File: config.mk
export PLATFORM = sky130hd
export DESIGN_NAME = fuzzy_heading_controller_top
export DESIGN_NICKNAME = d
export VERILOG_FILES = /design/src/rtl/core/fhc_pkg.sv /design/src/rtl/core/fhc_fuzzify.sv /design/src/rtl/core/fhc_weight.sv /design/src/rtl/core/fhc_defuzz.sv /design/src/rtl/core/fuzzy_heading_controller_top.sv
export SDC_FILE = /design/constraint.sdc
export NUM_CORES = 2
export LEC_CHECK = 0
export BUFFER_PORTS_ARGS = -buffer_cell sky130_fd_sc_hd__buf_4
export CORE_AREA = 2 2 358 360
export CTS_CLUSTER_SIZE = 16
export DETAILED_ROUTE_END_ITERATION = 10
export DIE_AREA = 0 0 360 362
export GPL_ROUTABILITY_DRIVEN = 0
export GPL_TIMING_DRIVEN = 1
export PLACE_DENSITY = 0.56
export SETUP_SLACK_MARGIN = 0.2
export SLEW_MARGIN = 20
export SYNTH_ARGS = -nofsm -noshare
export SYNTH_HDL_FRONTEND = slang
export SYNTH_SLANG_ARGS = --single-unit
File: constraint.sdc
create_clock -name aclk -period 15.7 [get_ports aclk]
set_clock_uncertainty 0.05 [all_clocks]
set_input_delay 3.14 -clock aclk [delete_from_list [all_inputs] [get_ports aclk]]
set_output_delay 3.14 -clock aclk [all_outputs]
set_load 0.05 [all_outputs]
File: src/rtl/core/fhc_pkg.sv
// ----------------------------------------------------------------------------
// fhc_pkg
// Shared widths, term tables and types of the fuzzy heading controller.
// ----------------------------------------------------------------------------
package fhc_pkg;

    localparam int FRAC_BITS = 12;

    // field and datapath widths
    localparam int X_W       = 15;
    localparam int LIN_W     = 12;
    localparam int ANG_W     = 14;
    localparam int OFF_W     = 11;
    localparam int S_TDATA_W = 16;
    localparam int M_TDATA_W = 32;
    localparam int M_PAD_W   = M_TDATA_W - LIN_W - ANG_W;
    localparam int NSEG      = 11;
    localparam int SEG_W     = 4;
    localparam int NUM_W     = 12;
    localparam int K_W       = 10;
    localparam int P_W       = NUM_W + K_W;
    localparam int N_W       = P_W + 1;
    localparam int RCP_W     = 27;
    localparam int DIV_SHIFT = 36;
    localparam int Q_W       = N_W + RCP_W - DIV_SHIFT;
    localparam int VAL_W     = 16;

    localparam logic [OFF_W-1:0] OFF_RESET = 11'd1024;

    typedef enum logic [1:0] {
        LIN_S,
        LIN_M,
        LIN_L,
        LIN_VL
    } lin_term_t;

    typedef struct packed {
        logic             hit;
        logic             left;
        logic [SEG_W-1:0] seg;
    } fhc_tag_t;

    // thousandths to fixed point, round half away from zero
    function automatic int fx(input int milli);
        int mag;
        int v;
        mag = (milli < 0) ? -milli : milli;
        v   = ((mag << FRAC_BITS) + 500) / 1000;
        return (milli < 0) ? -v : v;
    endfunction

    // input terms, corners a < b < c
    localparam int IN_A [NSEG] = '{fx(-3150), fx(-2800), fx(-1100), fx(-600), fx(-400),
        fx(-100), fx(100), fx(400), fx(600), fx(1100), fx(2800)};
    localparam int IN_B [NSEG] = '{fx(-3000), fx(-1900), fx(-900), fx(-500), fx(-250),
        fx(0), fx(250), fx(500), fx(900), fx(1900), fx(3000)};
    localparam int IN_C [NSEG] = '{fx(-2800), fx(-1100), fx(-600), fx(-400), fx(-100),
        fx(100), fx(400), fx(600), fx(1100), fx(2800), fx(3150)};

    // angular rate terms, peak and right corner
    localparam int ANG_B [NSEG] = '{fx(-800), fx(-450), fx(-250), fx(-150), fx(-50),
        fx(0), fx(50), fx(150), fx(250), fx(450), fx(800)};
    localparam int ANG_C [NSEG] = '{fx(-600), fx(-310), fx(-190), fx(-100), fx(-25),
        fx(25), fx(100), fx(190), fx(310), fx(600), fx(1000)};

    // linear speed terms, peak and right corner before the offset
    localparam int LIN_B [4] = '{fx(35), fx(95), fx(150), fx(220)};
    localparam int LIN_C [4] = '{fx(70), fx(150), fx(200), fx(260)};

    localparam lin_term_t RULE_LIN [NSEG] = '{LIN_S, LIN_S, LIN_S, LIN_M, LIN_L, LIN_VL,
        LIN_L, LIN_M, LIN_S, LIN_S, LIN_S};

    localparam int LIN_MAX = fx(700);
    localparam int ANG_MAX = fx(1000);

endpackage

File: src/rtl/core/fhc_fuzzify.sv
// ----------------------------------------------------------------------------
// fhc_fuzzify
// Finds the one input term that fires and its membership numerator.
// ----------------------------------------------------------------------------
module fhc_fuzzify (
    input  logic                              aclk,
    input  logic                              aresetn,
    input  logic                              in_valid,
    output logic                              in_ready,
    input  logic signed [fhc_pkg::X_W-1:0]    in_x,
    output logic                              out_valid,
    input  logic                              out_ready,
    output fhc_pkg::fhc_tag_t                 out_tag,
    output logic [fhc_pkg::NUM_W-1:0]         out_num
);

    logic                         valid_reg;
    fhc_pkg::fhc_tag_t            tag_reg;
    fhc_pkg::fhc_tag_t            tag_next;
    logic [fhc_pkg::NUM_W-1:0]    num_reg;
    logic [fhc_pkg::NUM_W-1:0]    num_next;
    logic signed [31:0]           x_ext;
    logic signed [31:0]           diff;
    logic [fhc_pkg::NSEG-1:0]     fire;
    int                           a_sel;
    int                           b_sel;
    int                           c_sel;

    assign in_ready  = !valid_reg || out_ready;
    assign out_valid = valid_reg;
    assign out_tag   = tag_reg;
    assign out_num   = num_reg;

    // the terms tile the axis edge to edge, so at most one fires
    always_comb begin
        x_ext        = {{(32 - fhc_pkg::X_W){in_x[fhc_pkg::X_W-1]}}, in_x};
        tag_next.hit = 1'b0;
        tag_next.seg = '0;
        for (int g = 0; g < fhc_pkg::NSEG; g++) begin
            fire[g] = (x_ext > fhc_pkg::IN_A[g]) && (x_ext < fhc_pkg::IN_C[g]);
        end
        for (int g = 0; g < fhc_pkg::NSEG; g++) begin
            if (fire[g]) begin
                tag_next.hit = 1'b1;
                tag_next.seg = fhc_pkg::SEG_W'(g);
            end
        end
        a_sel         = fhc_pkg::IN_A[tag_next.seg];
        b_sel         = fhc_pkg::IN_B[tag_next.seg];
        c_sel         = fhc_pkg::IN_C[tag_next.seg];
        // at the peak the rising side gives num equal to den
        tag_next.left = (x_ext <= b_sel);
        diff          = tag_next.left ? (x_ext - a_sel) : (c_sel - x_ext);
        num_next      = diff[fhc_pkg::NUM_W-1:0];
    end

    always_ff @(posedge aclk) begin
        if (!aresetn) begin
            valid_reg <= 1'b0;
        end else if (in_ready) begin
            valid_reg <= in_valid;
        end
    end

    always_ff @(posedge aclk) begin
        if (in_ready && in_valid) begin
            tag_reg <= tag_next;
            num_reg <= num_next;
        end
    end

endmodule

File: src/rtl/core/fhc_weight.sv
// ----------------------------------------------------------------------------
// fhc_weight
// Scales the membership numerator by the widths (c - b) of both output terms.
// ----------------------------------------------------------------------------
module fhc_weight (
    input  logic                          aclk,
    input  logic                          aresetn,
    input  logic                          in_valid,
    output logic                          in_ready,
    input  fhc_pkg::fhc_tag_t             in_tag,
    input  logic [fhc_pkg::NUM_W-1:0]     in_num,
    output logic                          out_valid,
    input  logic                          out_ready,
    output fhc_pkg::fhc_tag_t             out_tag,
    output logic [fhc_pkg::P_W-1:0]       out_p_lin,
    output logic [fhc_pkg::P_W-1:0]       out_p_ang
);

    logic                        valid_reg;
    fhc_pkg::fhc_tag_t           tag_reg;
    logic [fhc_pkg::P_W-1:0]     p_lin_reg;
    logic [fhc_pkg::P_W-1:0]     p_lin_next;
    logic [fhc_pkg::P_W-1:0]     p_ang_reg;
    logic [fhc_pkg::P_W-1:0]     p_ang_next;
    logic [fhc_pkg::K_W-1:0]     k_lin;
    logic [fhc_pkg::K_W-1:0]     k_ang;
    fhc_pkg::lin_term_t          lin_term;

    assign in_ready  = !valid_reg || out_ready;
    assign out_valid = valid_reg;
    assign out_tag   = tag_reg;
    assign out_p_lin = p_lin_reg;
    assign out_p_ang = p_ang_reg;

    // term width c - b; the speed offset moves both corners so it drops out
    always_comb begin
        lin_term   = fhc_pkg::RULE_LIN[in_tag.seg];
        k_lin      = fhc_pkg::K_W'(fhc_pkg::LIN_C[lin_term] - fhc_pkg::LIN_B[lin_term]);
        k_ang      = fhc_pkg::K_W'(fhc_pkg::ANG_C[in_tag.seg] - fhc_pkg::ANG_B[in_tag.seg]);
        p_lin_next = fhc_pkg::P_W'(k_lin) * fhc_pkg::P_W'(in_num);
        p_ang_next = fhc_pkg::P_W'(k_ang) * fhc_pkg::P_W'(in_num);
    end

    always_ff @(posedge aclk) begin
        if (!aresetn) begin
            valid_reg <= 1'b0;
        end else if (in_ready) begin
            valid_reg <= in_valid;
        end
    end

    always_ff @(posedge aclk) begin
        if (in_ready && in_valid) begin
            tag_reg   <= in_tag;
            p_lin_reg <= p_lin_next;
            p_ang_reg <= p_ang_next;
        end
    end

endmodule

File: src/rtl/core/fhc_defuzz.sv
// ----------------------------------------------------------------------------
// fhc_defuzz
// Right edge of the clipped output terms, saturation and the result register.
// ----------------------------------------------------------------------------
module fhc_defuzz (
    input  logic                          aclk,
    input  logic                          aresetn,
    input  logic                          in_valid,
    output logic                          in_ready,
    input  fhc_pkg::fhc_tag_t             in_tag,
    input  logic [fhc_pkg::P_W-1:0]       in_p_lin,
    input  logic [fhc_pkg::P_W-1:0]       in_p_ang,
    input  logic [fhc_pkg::OFF_W-1:0]     speed_offset,
    output logic                          out_valid,
    input  logic                          out_ready,
    output logic [fhc_pkg::LIN_W-1:0]     out_lin,
    output logic [fhc_pkg::ANG_W-1:0]     out_ang,
    output logic                          out_res
);

    localparam int PROD_W = fhc_pkg::N_W + fhc_pkg::RCP_W;

    logic                                 valid_reg;
    logic [fhc_pkg::LIN_W-1:0]            lin_reg;
    logic [fhc_pkg::LIN_W-1:0]            lin_next;
    logic [fhc_pkg::ANG_W-1:0]            ang_reg;
    logic [fhc_pkg::ANG_W-1:0]            ang_next;
    logic                                 res_reg;
    logic                                 res_next;

    logic [fhc_pkg::NUM_W-1:0]            den_l [fhc_pkg::NSEG];
    logic [fhc_pkg::NUM_W-1:0]            den_r [fhc_pkg::NSEG];
    logic [fhc_pkg::RCP_W-1:0]            rcp_l [fhc_pkg::NSEG];
    logic [fhc_pkg::RCP_W-1:0]            rcp_r [fhc_pkg::NSEG];

    logic [fhc_pkg::NUM_W-1:0]            den_sel;
    logic [fhc_pkg::RCP_W-1:0]            rcp_sel;
    logic [fhc_pkg::N_W-1:0]              n_lin;
    logic [fhc_pkg::N_W-1:0]              n_ang;
    logic [PROD_W-1:0]                    prod_lin;
    logic [PROD_W-1:0]                    prod_ang;
    logic [fhc_pkg::Q_W-1:0]              q_lin;
    logic [fhc_pkg::Q_W-1:0]              q_ang;
    logic [fhc_pkg::VAL_W-1:0]            off_add;
    logic signed [fhc_pkg::VAL_W-1:0]     lin_val;
    logic signed [fhc_pkg::VAL_W-1:0]     ang_val;
    fhc_pkg::lin_term_t                   lin_term;

    // floor(n / d) = (n * ceil(2^36 / d)) >> 36, exact for n below 2^23, d up to 2^13
    for (genvar g = 0; g < fhc_pkg::NSEG; g++) begin : g_rcp
        localparam int DL = fhc_pkg::IN_B[g] - fhc_pkg::IN_A[g];
        localparam int DR = fhc_pkg::IN_C[g] - fhc_pkg::IN_B[g];
        localparam longint unsigned RL =
            ((64'd1 << fhc_pkg::DIV_SHIFT) + 64'(2 * DL) - 64'd1) / 64'(2 * DL);
        localparam longint unsigned RR =
            ((64'd1 << fhc_pkg::DIV_SHIFT) + 64'(2 * DR) - 64'd1) / 64'(2 * DR);
        assign den_l[g] = fhc_pkg::NUM_W'(DL);
        assign den_r[g] = fhc_pkg::NUM_W'(DR);
        assign rcp_l[g] = fhc_pkg::RCP_W'(RL);
        assign rcp_r[g] = fhc_pkg::RCP_W'(RR);
    end

    assign in_ready  = !valid_reg || out_ready;
    assign out_valid = valid_reg;
    assign out_lin   = lin_reg;
    assign out_ang   = ang_reg;
    assign out_res   = res_reg;

    always_comb begin
        den_sel  = in_tag.left ? den_l[in_tag.seg] : den_r[in_tag.seg];
        rcp_sel  = in_tag.left ? rcp_l[in_tag.seg] : rcp_r[in_tag.seg];
        // round(k * num / den) = floor((2 * k * num + den) / (2 * den))
        n_lin    = {in_p_lin, 1'b0} + fhc_pkg::N_W'(den_sel);
        n_ang    = {in_p_ang, 1'b0} + fhc_pkg::N_W'(den_sel);
        prod_lin = PROD_W'(n_lin) * PROD_W'(rcp_sel);
        prod_ang = PROD_W'(n_ang) * PROD_W'(rcp_sel);
        q_lin    = prod_lin[fhc_pkg::DIV_SHIFT +: fhc_pkg::Q_W];
        q_ang    = prod_ang[fhc_pkg::DIV_SHIFT +: fhc_pkg::Q_W];

        lin_term = fhc_pkg::RULE_LIN[in_tag.seg];
        off_add  = (lin_term == fhc_pkg::LIN_L || lin_term == fhc_pkg::LIN_VL) ?
                   fhc_pkg::VAL_W'(speed_offset) : '0;
        lin_val  = fhc_pkg::VAL_W'(fhc_pkg::LIN_C[lin_term]) + off_add
                   - fhc_pkg::VAL_W'(q_lin);
        ang_val  = fhc_pkg::VAL_W'(fhc_pkg::ANG_C[in_tag.seg]) - fhc_pkg::VAL_W'(q_ang);

        if (lin_val < 0) begin
            lin_val = '0;
        end else if (lin_val > fhc_pkg::LIN_MAX) begin
            lin_val = fhc_pkg::VAL_W'(fhc_pkg::LIN_MAX);
        end
        if (ang_val > fhc_pkg::ANG_MAX) begin
            ang_val = fhc_pkg::VAL_W'(fhc_pkg::ANG_MAX);
        end else if (ang_val < -fhc_pkg::ANG_MAX) begin
            ang_val = fhc_pkg::VAL_W'(-fhc_pkg::ANG_MAX);
        end

        // nothing fired: all-zero result
        if (in_tag.hit) begin
            lin_next = lin_val[fhc_pkg::LIN_W-1:0];
            ang_next = ang_val[fhc_pkg::ANG_W-1:0];
            res_next = 1'b1;
        end else begin
            lin_next = '0;
            ang_next = '0;
            res_next = 1'b0;
        end
    end

    always_ff @(posedge aclk) begin
        if (!aresetn) begin
            valid_reg <= 1'b0;
        end else if (in_ready) begin
            valid_reg <= in_valid;
        end
    end

    always_ff @(posedge aclk) begin
        if (in_ready && in_valid) begin
            lin_reg <= lin_next;
            ang_reg <= ang_next;
            res_reg <= res_next;
        end
    end

endmodule

File: src/rtl/core/fuzzy_heading_controller_top.sv
// ----------------------------------------------------------------------------
// fuzzy_heading_controller_top
// Single-input fuzzy controller: heading error in, speed and turn rate out.
// ----------------------------------------------------------------------------
// Input stream s_*: one beat carries a heading error (signed, 4096 = 1.0 rad).
// Output stream m_*: one beat per input beat, in order, with the linear speed
// and angular rate commands; m_tuser is high when an input term fired and low
// (with zero data) when the angle sits on a shared term corner or out of range.
// cfg_*: writes the speed offset applied to the fast speed terms; always ready,
// read by the last stage, so write it only while no beat is in flight.
// Pipeline: input register, term search, width multiply, reciprocal divide with
// rounding and saturation into the output register. A result shows on m_tvalid
// after its beat has moved through each of these registers in turn.
// Throughput is one beat per cycle while m_tready is high; each stage moves on
// when the stage after it is empty or moving, so a stalled output still lets
// upstream bubbles fill and s_tready only drops once all four stages hold data.
// Reset (aresetn low at a clock edge) empties the pipeline and restores the
// offset to 1024 (0.25).
// ----------------------------------------------------------------------------
module fuzzy_heading_controller_top (
    input  logic                                 aclk,
    input  logic                                 aresetn,
    input  logic                                 s_tvalid,
    output logic                                 s_tready,
    input  logic [fhc_pkg::S_TDATA_W-1:0]        s_tdata,   // [14:0] heading_error
    output logic                                 m_tvalid,
    input  logic                                 m_tready,
    output logic [fhc_pkg::M_TDATA_W-1:0]        m_tdata,   // [11:0] linear_speed,
                                                            // [25:12] angular_rate
    output logic                                 m_tuser,   // [0] valid_res
    input  logic                                 cfg_valid,
    output logic                                 cfg_ready,
    input  logic [fhc_pkg::OFF_W-1:0]            cfg_data
);

    logic [fhc_pkg::OFF_W-1:0]           offset_reg;
    logic                                in_valid_reg;
    logic signed [fhc_pkg::X_W-1:0]      x_reg;

    logic                                fz_ready;
    logic                                fz_valid;
    fhc_pkg::fhc_tag_t                   fz_tag;
    logic [fhc_pkg::NUM_W-1:0]           fz_num;

    logic                                wt_ready;
    logic                                wt_valid;
    fhc_pkg::fhc_tag_t                   wt_tag;
    logic [fhc_pkg::P_W-1:0]             wt_p_lin;
    logic [fhc_pkg::P_W-1:0]             wt_p_ang;

    logic                                df_ready;
    logic [fhc_pkg::LIN_W-1:0]           df_lin;
    logic [fhc_pkg::ANG_W-1:0]           df_ang;
    logic                                df_res;

    assign cfg_ready = 1'b1;
    assign s_tready  = !in_valid_reg || fz_ready;

    always_ff @(posedge aclk) begin
        if (!aresetn) begin
            offset_reg <= fhc_pkg::OFF_RESET;
        end else if (cfg_valid) begin
            offset_reg <= cfg_data;
        end
    end

    always_ff @(posedge aclk) begin
        if (!aresetn) begin
            in_valid_reg <= 1'b0;
        end else if (s_tready) begin
            in_valid_reg <= s_tvalid;
        end
    end

    always_ff @(posedge aclk) begin
        if (s_tready && s_tvalid) begin
            x_reg <= s_tdata[fhc_pkg::X_W-1:0];
        end
    end

    fhc_fuzzify u_fuzzify (
        .aclk      (aclk),
        .aresetn   (aresetn),
        .in_valid  (in_valid_reg),
        .in_ready  (fz_ready),
        .in_x      (x_reg),
        .out_valid (fz_valid),
        .out_ready (wt_ready),
        .out_tag   (fz_tag),
        .out_num   (fz_num)
    );

    fhc_weight u_weight (
        .aclk      (aclk),
        .aresetn   (aresetn),
        .in_valid  (fz_valid),
        .in_ready  (wt_ready),
        .in_tag    (fz_tag),
        .in_num    (fz_num),
        .out_valid (wt_valid),
        .out_ready (df_ready),
        .out_tag   (wt_tag),
        .out_p_lin (wt_p_lin),
        .out_p_ang (wt_p_ang)
    );

    fhc_defuzz u_defuzz (
        .aclk         (aclk),
        .aresetn      (aresetn),
        .in_valid     (wt_valid),
        .in_ready     (df_ready),
        .in_tag       (wt_tag),
        .in_p_lin     (wt_p_lin),
        .in_p_ang     (wt_p_ang),
        .speed_offset (offset_reg),
        .out_valid    (m_tvalid),
        .out_ready    (m_tready),
        .out_lin      (df_lin),
        .out_ang      (df_ang),
        .out_res      (df_res)
    );

    assign m_tdata = {{fhc_pkg::M_PAD_W{1'b0}}, df_ang, df_lin};
    assign m_tuser = df_res;

endmodule

==> results.md <==
* Hold buffers post-CTS at 0
* Status: finished, final reports clean
* Post-synthesis sequential area ratio at 0.06389
* Initial core utilization at 0.4451
* Depth of the worst hold-timing path at 0
* Slew @ Worst Pin at about 1200 ps
* Synthesized flop and latch total at around 130
* Commonest cells after routing, fill and taps aside: inv_1, fa_1, nand2_1, ha_1, nor2_1
* Die W at 360 um
* Synth Warn # at 0
* Port Buf Inserts at 59
* Most common cell after layout, fill and taps aside: inv_1
* Initial DRC Count at 3396
* I/O Pins at 68
* Synthesized instance count at 6435
* CP arrival at 14970 ps
* Flip-flop and latch area at approximately 0.0036 mm2
* Yosys cell types at roughly 100
* Ys async rst share at 0
* Start point of the worst min-delay path: u_fuzzify.out_tag[5]$_SDFFCE_PP1P_
* Full die area at roughly 0.13 mm2
* Fin nets at about 8000
* Setup TNS at 0 ps
* Worst Path Max Fanout at 10
* GR Util All Layers at 0.2741
* Clk_lat worst skew at between 400 and 500 ps
* CP most frequent cell: fa_1
* Fmax achieved at 67.88 MHz
* Worst reg2reg path endpoint: u_defuzz.out_lin[2]$_SDFFCE_PP0P_
* Fill count at ~12000
* Crit end category: register
* Worst Hold End: u_weight.out_tag[5]$_DFFE_PP_
* Worst min path class: register to register
* Vias at around 44000
* Wire per inst at ~21 um
* Placed cells at 8040
* Num rows at around 130
* Max Root-Sink Buffers at 2
* Initial antenna violation count at 4
* Minimum clock period at 14730 ps
* Via-per-instance ratio at around 5.4
* DIE HEIGHT at 362 um
* Crit path required time at about 16000 ps
* Cts bufs inserted at 17
* Worst Path Buf+Inv at 6
* TritonCTS clock tree: done
* MaxCap Viol Count at 0
* Multi-input gate area at 0.04645 mm2
* Avg Cell Area, Syn at between 8 and 9 um2
* Largest stage delay on the critical path at approximately 570 ps
* Remaining antenna violation count at 0
* Clk slew on worst S/H paths at roughly 60 ps
* Slew HR at 0.2074
* Overall routed net length at between 150000 and 200000 um
* # setup viols final at 0
* Main synth FF type: edfxtp_1
* Final hold violation count at 0
* # clock sinks at around 130
* Worst path top cell family by delay: compound AO/OA/AOI/OAI gates
* Final slew viol count at 0
* Post-Syn Area at ~0.056 mm2
* Area growth syn-to-layout at 6.358%
* Vias in the first global route at ~46000
* Core area at roughly 0.13 mm2
* CP Launch Type: register
* Unrepaired setup endpoints after global routing: false
* Share of cells above drive strength 1 at 0.05428
* FF-to-FF setup slack at roughly 970 ps
* H-Tree Depth at 4
* WS Path Type: register to register
* R2r startpoint: u_weight.out_tag[0]$_DFFE_PP_
* Global-route wire length before repair at about 270000 um
* GRT Residual Overflow at 0
* Largest net degree at the start of global routing at between 50 and 60
* Final Cycle Share at 0.9384
* CP max stage cell: fa_1
* DRT Pass-1 Iters at 6
* Fin cells at a little over 8000
* CTS root buf: clkbuf_16
* EDFF count, synth at 110
* DPL Wire Length at 141600 um
* # DRC at 0
* Worst R2R Path Depth at 49
what timing repair did:
item	CTS	global route
setup endpoints to repair	0	8
buffers inserted	0	1
gates resized for setup	0	7
endpoints found under the hold margin	0	0
synth_stat cells (10+ instances only):
library cell     n  share of area
inv_1         1487          0.099
fa_1          1168           0.41
nand2_1        754          0.050
ha_1           634           0.14
nor2_1         483          0.032
clkbuf_1       252          0.017
a21oi_1        182          0.016
and2_1         141          0.016
o21ai_0        134          0.012
xnor2_1        116          0.018
edfxtp_1       110          0.059
nand3_1         87         0.0077
o21a_1          78          0.010
nor3_1          67         0.0059
a21o_1          63         0.0084
and3_1          53         0.0059
nand2b_1        50         0.0055
nor2b_1         48         0.0053
a211oi_1        46         0.0061
xor2_1          44         0.0068
nand4_1         31         0.0034
o211ai_1        27         0.0036
o21bai_1        24         0.0032
mux2i_1         22         0.0039
or3_1           21         0.0023
a31oi_1         18         0.0020
buf_1           17         0.0011
o31ai_1         17         0.0023
dfxtp_1         15         0.0053
or2_2           15         0.0017
a21boi_0        13         0.0017
o21ai_1         11        0.00098
o2111ai_1       10         0.0016
area by class of cell:
cell class | count | area share
multi-input cells | 4543 | 0.7743
inverters | 1490 | 0.09324
flip-flops and latches | 125 | 0.06007
well taps | 1662 | 0.03467
repair buffers | 221 | 0.02766
clock buffers | 17 | 0.007092
clock inverters | 15 | 0.002837
diodes | 3 | 0.0001252
kinds of logic (layout without fill, tap and decap cells):
logic type	after synthesis	after routing	synth area share
adders and majority gates	1802	1802	0.5553
and+or+nand+nor	1796	1796	0.1425
buffers and inverters	1772	1743	0.1187
AOI/OAI and AO/OA	749	749	0.08876
xor gates and xnor gates	160	160	0.02485
DFF	125	125	0.06389
muxes	29	29	0.005879
other	2	10	0.0001332
per-layer routing:
metal | up-vias | share of wire | routed length, um | global-route usage
met5 | - | 0.000075 | 13 | 0
met1 | 22120 | 0.42 | 73020 | 0.3713
met2 | 1669 | 0.45 | 78770 | 0.4391
met3 | 306 | 0.079 | 13690 | 0.04666
li1 | 19760 | - | - | -
met4 | 2 | 0.047 | 8122 | 0.1064
worst max path at each step:
| stage | from | endpoint | slack, ps | cells after the start |
|---|---|---|---|---|
| after floorplan | u_weight.out_tag[3]$_DFFE_PP_ | u_defuzz.out_lin[2]$_SDFFCE_PP0P_ | 2720 | 53 |
| after global placement | u_weight.out_tag[1]$_DFFE_PP_ | u_defuzz.out_lin[2]$_SDFFCE_PP0P_ | 890 | 48 |
| after detailed placement | u_weight.out_tag[1]$_DFFE_PP_ | u_defuzz.out_lin[2]$_SDFFCE_PP0P_ | 770 | 48 |
| after CTS | u_weight.out_tag[1]$_DFFE_PP_ | u_defuzz.out_lin[2]$_SDFFCE_PP0P_ | 740 | 48 |
| after global routing | u_weight.out_tag[0]$_DFFE_PP_ | u_defuzz.out_lin[2]$_SDFFCE_PP0P_ | 210 | 49 |
| final | u_weight.out_tag[0]$_DFFE_PP_ | u_defuzz.out_lin[2]$_SDFFCE_PP0P_ | 970 | 49 |
metrics by stage:
step / hold slack, ps / worst slack (ps) / utilization / area, um2
after global placement: 358.2 / 886.0 / 0.4683 / 59330
after CTS: 370.2 / 743.9 / 0.4731 / 59940
after floorplan: 350.3 / 2716 / - / 56420
after detailed placement: 356.2 / 769.4 / 0.4684 / 59340
final: 372.1 / 967.7 / 0.4734 / 59980
after global routing: 389.1 / 206.7 / 0.4734 / 59980
Power is left out: the tool's default activity adds up to more than one toggle a clock period on the data nets, which glitch-free logic cannot reach.
